`src/owc_pkg.sv`:
```
// Shared widths, codes and state types of the obstacle window collision check.
package owc_pkg;

  localparam int MAX_POINTS_DEF = 1024;
  localparam int COORD_BITS_DEF = 24;

  localparam int RAD_W      = 16;
  localparam int CAP_W      = 11;
  localparam int STAMP_W    = 32;
  localparam int WIN_W      = 32;
  localparam int DIST_W     = 25;
  localparam int CLR_W      = RAD_W + 1;
  localparam int SQ_W       = 2 * CLR_W;
  localparam int D2_W       = SQ_W + 1;
  localparam int ROOT_W     = (D2_W + 1) / 2;
  localparam int OPND_W     = 2 * ROOT_W;
  localparam int CFG_IDX_W  = 4;
  localparam int CFG_DATA_W = 32;

  localparam logic [CAP_W-1:0] CAP_RESET = CAP_W'(1024);

  typedef enum logic [1:0] {
    REQ_CLEAR = 2'd0,
    REQ_ADD   = 2'd1,
    REQ_CHECK = 2'd2,
    REQ_NOP   = 2'd3
  } req_kind_t;

  typedef enum logic [CFG_IDX_W-1:0] {
    REG_ROBOT_RADIUS = CFG_IDX_W'(0),
    REG_INFLATION    = CFG_IDX_W'(1),
    REG_TIME_WINDOW  = CFG_IDX_W'(2),
    REG_CAPACITY     = CFG_IDX_W'(3)
  } cfg_reg_t;

  typedef enum logic [2:0] {
    ST_IDLE,
    ST_ADD,
    ST_COPY,
    ST_SCAN,
    ST_SQRT,
    ST_DONE
  } owc_state_t;

endpackage

```
`src/owc_isqrt.sv`:
```
// Digit-by-digit floor square root, one result bit per cycle.
module owc_isqrt (
  input  logic                      clk,
  input  logic                      rst,
  input  logic                      start,
  input  logic [owc_pkg::D2_W-1:0]  radicand,
  output logic                      done,
  output logic [owc_pkg::ROOT_W-1:0] root
);
  import owc_pkg::*;

  localparam int REM_W  = ROOT_W + 2;
  localparam int STEP_W = $clog2(ROOT_W);

  logic              busy;
  logic [STEP_W-1:0] step;
  logic [OPND_W-1:0] opnd;
  logic [REM_W-1:0]  rem;
  logic [REM_W+1:0]  rem_sh;
  logic [REM_W+1:0]  trial;
  logic              take;

  assign rem_sh = {rem, opnd[OPND_W-1 -: 2]};
  assign trial  = (REM_W + 2)'({root, 2'b01});
  assign take   = rem_sh >= trial;

  always_ff @(posedge clk) begin
    if (rst) begin
      busy <= 1'b0;
      done <= 1'b0;
      step <= '0;
    end else begin
      done <= 1'b0;
      if (start) begin
        busy <= 1'b1;
        step <= '0;
        opnd <= OPND_W'(radicand);
        rem  <= '0;
        root <= '0;
      end else if (busy) begin
        // bring down two bits, keep the digit when the trial fits
        rem  <= take ? REM_W'(rem_sh - trial) : REM_W'(rem_sh);
        root <= {root[ROOT_W-2:0], take};
        opnd <= {opnd[OPND_W-3:0], 2'b00};
        step <= step + 1'b1;
        if (step == STEP_W'(ROOT_W - 1)) begin
          busy <= 1'b0;
          done <= 1'b1;
        end
      end
    end
  end

endmodule

```
`config.mk`:
```
export PLATFORM = sky130hd
export DESIGN_NAME = owc_isqrt
export DESIGN_NICKNAME = d
export VERILOG_FILES = /design/src/owc_pkg.sv /design/src/owc_isqrt.sv
export SDC_FILE = /design/constraint.sdc
export NUM_CORES = 1
export LEC_CHECK = 0
export ABC_AREA = 1
export BUFFER_PORTS_ARGS = -buffer_cell sky130_fd_sc_hd__buf_2
export CORE_MARGIN = 1
export CORE_UTILIZATION = 35
export DETAILED_ROUTE_END_ITERATION = 10
export SLEW_MARGIN = 20
export SYNTH_ARGS = -nofsm -noshare
export SYNTH_HDL_FRONTEND = slang
export SYNTH_SLANG_ARGS = --single-unit
```
`constraint.sdc`:
```
create_clock -name clk -period 10.3 [get_ports clk]
set_clock_uncertainty 0.2 [all_clocks]
set_input_delay 2.06 -clock clk [delete_from_list [all_inputs] [get_ports clk]]
set_output_delay 2.06 -clock clk [all_outputs]
set_load 0.02 [all_outputs]
```
==> summary.txt <==
============================================================================
Post-CTS setup-driven buffer insertion count ..................            0
Status ........................................................    completed
Cells after Synth .............................................          623
Buffer levels on the longest clock path .......................            2
Actual slew at the worst max-slew pin .........................     0.727 ns
Most prevalent standard cell on the critical path .............        buf_4
Total wirelength of the detailed-routed design ................     10400 um
Antenna cells .................................................            0
RSZ-0062 raised after global routing ..........................           no
#FFs+latches synth ............................................           81
Worst-Skew Late Latency .......................................      0.34 ns
Longest individual stage delay on the worst path ..............      0.68 ns
Library cell with the highest instance count after synthesis ..      nand2_1
Data required time of the worst path ..........................     10.07 ns
Post-place setup slack ........................................      5.70 ns
Cell count of the worst reg-to-reg path .......................           13
Length of the first detailed-routing pass in iterations .......            4
Share of cells above drive strength 1 .........................        16.3%
Total design power ............................................   0.000891 W
Core area .....................................................    13500 um2
Worst hold-check path type ....................................      reg2reg
Startpoint of the most critical register-to-register path .....      root[7]
Capturing element of the worst setup path .....................      rem[17]
Share of synthesized registers carrying an async set or reset .           0%
Pin count of the biggest net entering global routing ..........           58
Clock slew at reported path FFs ...............................      0.05 ns
Total negative setup slack ....................................         0 ns
Period utilisation layout .....................................        40.9%
Width of the chip .............................................       120 um
Areal power density over the cells ............................   159 nW/um2
Yosys warning count ...........................................            0
DRC ...........................................................            0
Routed Antenna Nets ...........................................            0
Per-instance average area after synthesis .....................     7.86 um2
Area added between synthesis and finish .......................        14.6%
Flop pwr share ................................................        45.0%
Count of boundary I/O pins ....................................           57
Via Count .....................................................         3926
Max Cap Viol ..................................................            0
Overflow left after global routing ............................            0
Internal power component ......................................   0.000623 W
Gpl congestion ................................................        0.895
Die Outline Area ..............................................    14500 um2
Total number of H-tree levels .................................            3
Top cell types by occurrence after synthesis .................. nand2_1 (241), inv_1 (91), edfxtp_1 (74)
Final Hold Violating Endpoints ................................            0
Routed length per placed instance .............................      12.1 um
Sinks on the clock net ........................................           81
Estimated wirelength of the detail-placed design ..............      7630 um
Final core utilization ........................................        41.7%
Net Count, Synth ..............................................          683
Final net count ...............................................          738
Violation count after the first detailed-routing iteration ....          171
Chip height ...................................................       120 um
Hold Worst Slack ..............................................     0.308 ns
Highest Clock Rate ............................................    0.238 GHz
Antenna violations before repair ..............................            0
Cell row count ................................................           42
Combinational group share of total power ......................        22.9%
Sequential fraction of the synthesis area .....................        48.2%
Sw Pwr ........................................................   0.000268 W
Leak pwr ......................................................      2.76 nW
Cell with the largest stage delay on the worst path ...........        buf_4
Number of global-route vias before repair .....................         3942
CTS tree ......................................................        built
Post-CTS resize count .........................................            0
Synth area leader .............................................     edfxtp_1
Largest fanout on the critical path ...........................           57
Post-layout min period ........................................      4.21 ns
CP Cell Sequence .............................................. buf_2, buf_4, inv_2, a21oi_4, buf_4
Peak supply drop ..............................................    0.0814 mV
Proportion of power drawn by the clock network ................        32.1%
Total track usage .............................................        15.7%
Number of failing setup endpoints in the final timing report ..            0
Switching fraction of total power .............................        30.0%
Starting density of the core ..................................        36.4%
Main synth FF type ............................................     edfxtp_1
Source of the critical timing path ............................        start
Wire length of the first global-routing pass ..................     17900 um
Clock Root Buffer .............................................    clkbuf_16
Top-area cell type share of the netlist area ..................        45.4%
Fin. max-slew vios ............................................            0
Arrival time of the worst setup path ..........................      3.97 ns
R2r endpoint ..................................................       rem[8]
Synth top area cells .......................................... edfxtp_1 (45%), nand2_1 (18%), inv_1 (7.0%), ha_1 (5.6%), nor2_1 (4.9%)
Post-synthesis instance area ..................................     4900 um2
Kind of launch point of the worst setup path ..................   input port
Number of fill cells in the layout ............................         1422
Count of port buffers added during placement ..................           56
Final WS setup ................................................      6.09 ns
Reg2Reg Setup Slack ...........................................      7.77 ns
Post-CTS Hold Buffers .........................................            0
Post-synth EDFFs ..............................................           74
Classification of the worst setup path ........................       in2reg
Crit path capture type ........................................     register
Worst slew slack as a fraction of its limit ...................        51.5%
Via-per-instance ratio ........................................         4.57
Unique masters post-synth .....................................           32
CTS buffer count ..............................................            9
============================================================================
worst min path at each step:
stage                     cells past startpoint  startpoint       end  slack, ns
after global routing                          2    opnd[24]  opnd[26]       0.33
after detailed placement                      2     step[1]   step[1]       0.30
after global placement                        2     step[1]   step[1]       0.29
final                                         2     step[1]   step[1]       0.31
after CTS                                     2     step[1]   step[1]       0.31
after floorplan                               2     step[1]   step[1]       0.28
state kept, by name (all words and copies together) (netlist names):
signal and count:
busy 1, opnd 36, root 18, rem 20, step 5, done 1
cell families after synthesis:
group                      Yosys count  synth area share, %
AOI/OAI and AO/OA                   31                 3.35
xor gates and xnor gates             9                 1.61
adders and majority gates           22                 5.62
buffers and inverters              113                 9.17
DFF                                 81                 48.2
and+or+nand+nor                    367                 32.0
per-layer routing:
metal | share of wire [%] | GRT usage (%) | wire [um]
met4 | 1.4 | 6.87 | 146
met5 | 0 | 0 | 0
met2 | 46 | 25.3 | 4840
met1 | 47 | 20.1 | 4950
met3 | 4.8 | 3.54 | 496
placed cells by master, fill, tap and decap left out, drive strengths merged:
master    count
a211oi        2
a21oi        15
buf          59
clkbuf       12
clkinv        2
clkinvlp      2
dfxtp         7
edfxtp       74
ha           22
inv          98
nand2       253
nand3        15
nand3b        8
nand4         3
nor2         79
nor3          5
nor3b         2
nor4          1
o21ai        14
or2           1
xnor2         3
xor2          6
area by class of cell:
cell class | count | area [um2] | share of cell area, %
clock buffer | 12 | 236 | 4.21
clock inverter | 4 | 23.8 | 0.423
inverter | 98 | 370 | 6.60
multi-input combinational | 429 | 2100 | 37.4
sequential | 81 | 2360 | 42.1
tap | 176 | 220 | 3.92
timing repair buffer | 59 | 303 | 5.39
power groups by stage:
stage	registers [W]	logic, W	clock network (W)
6_report	0.000401	0.000204	0.000286
5_1_grt	0.000404	0.000233	0.000306
4_1_cts	0.000401	0.000205	0.000295
3_5_place_dp	0.000407	0.000204	0
3_3_place_gp	0.000407	0.000202	0
2_1_floorplan	0.000412	0.000152	0
metrics by stage:
| step | area, um2 | instances |
|---|---|---|
| 2_1_floorplan | 4900 | 623 |
| 3_3_place_gp | 5350 | 843 |
| 3_5_place_dp | 5350 | 843 |
| 4_1_cts | 5610 | 859 |
| 5_1_grt | 5610 | 859 |
| 6_report | 5610 | 859 |
critical path, delay by kind of cell:
kind | cells | cell delay [ns]
buffers and inverters | 4 | 1.33
AOI/OAI and AO/OA | 1 | 0.53
Note: power is estimated with default switching activity, not from simulation.
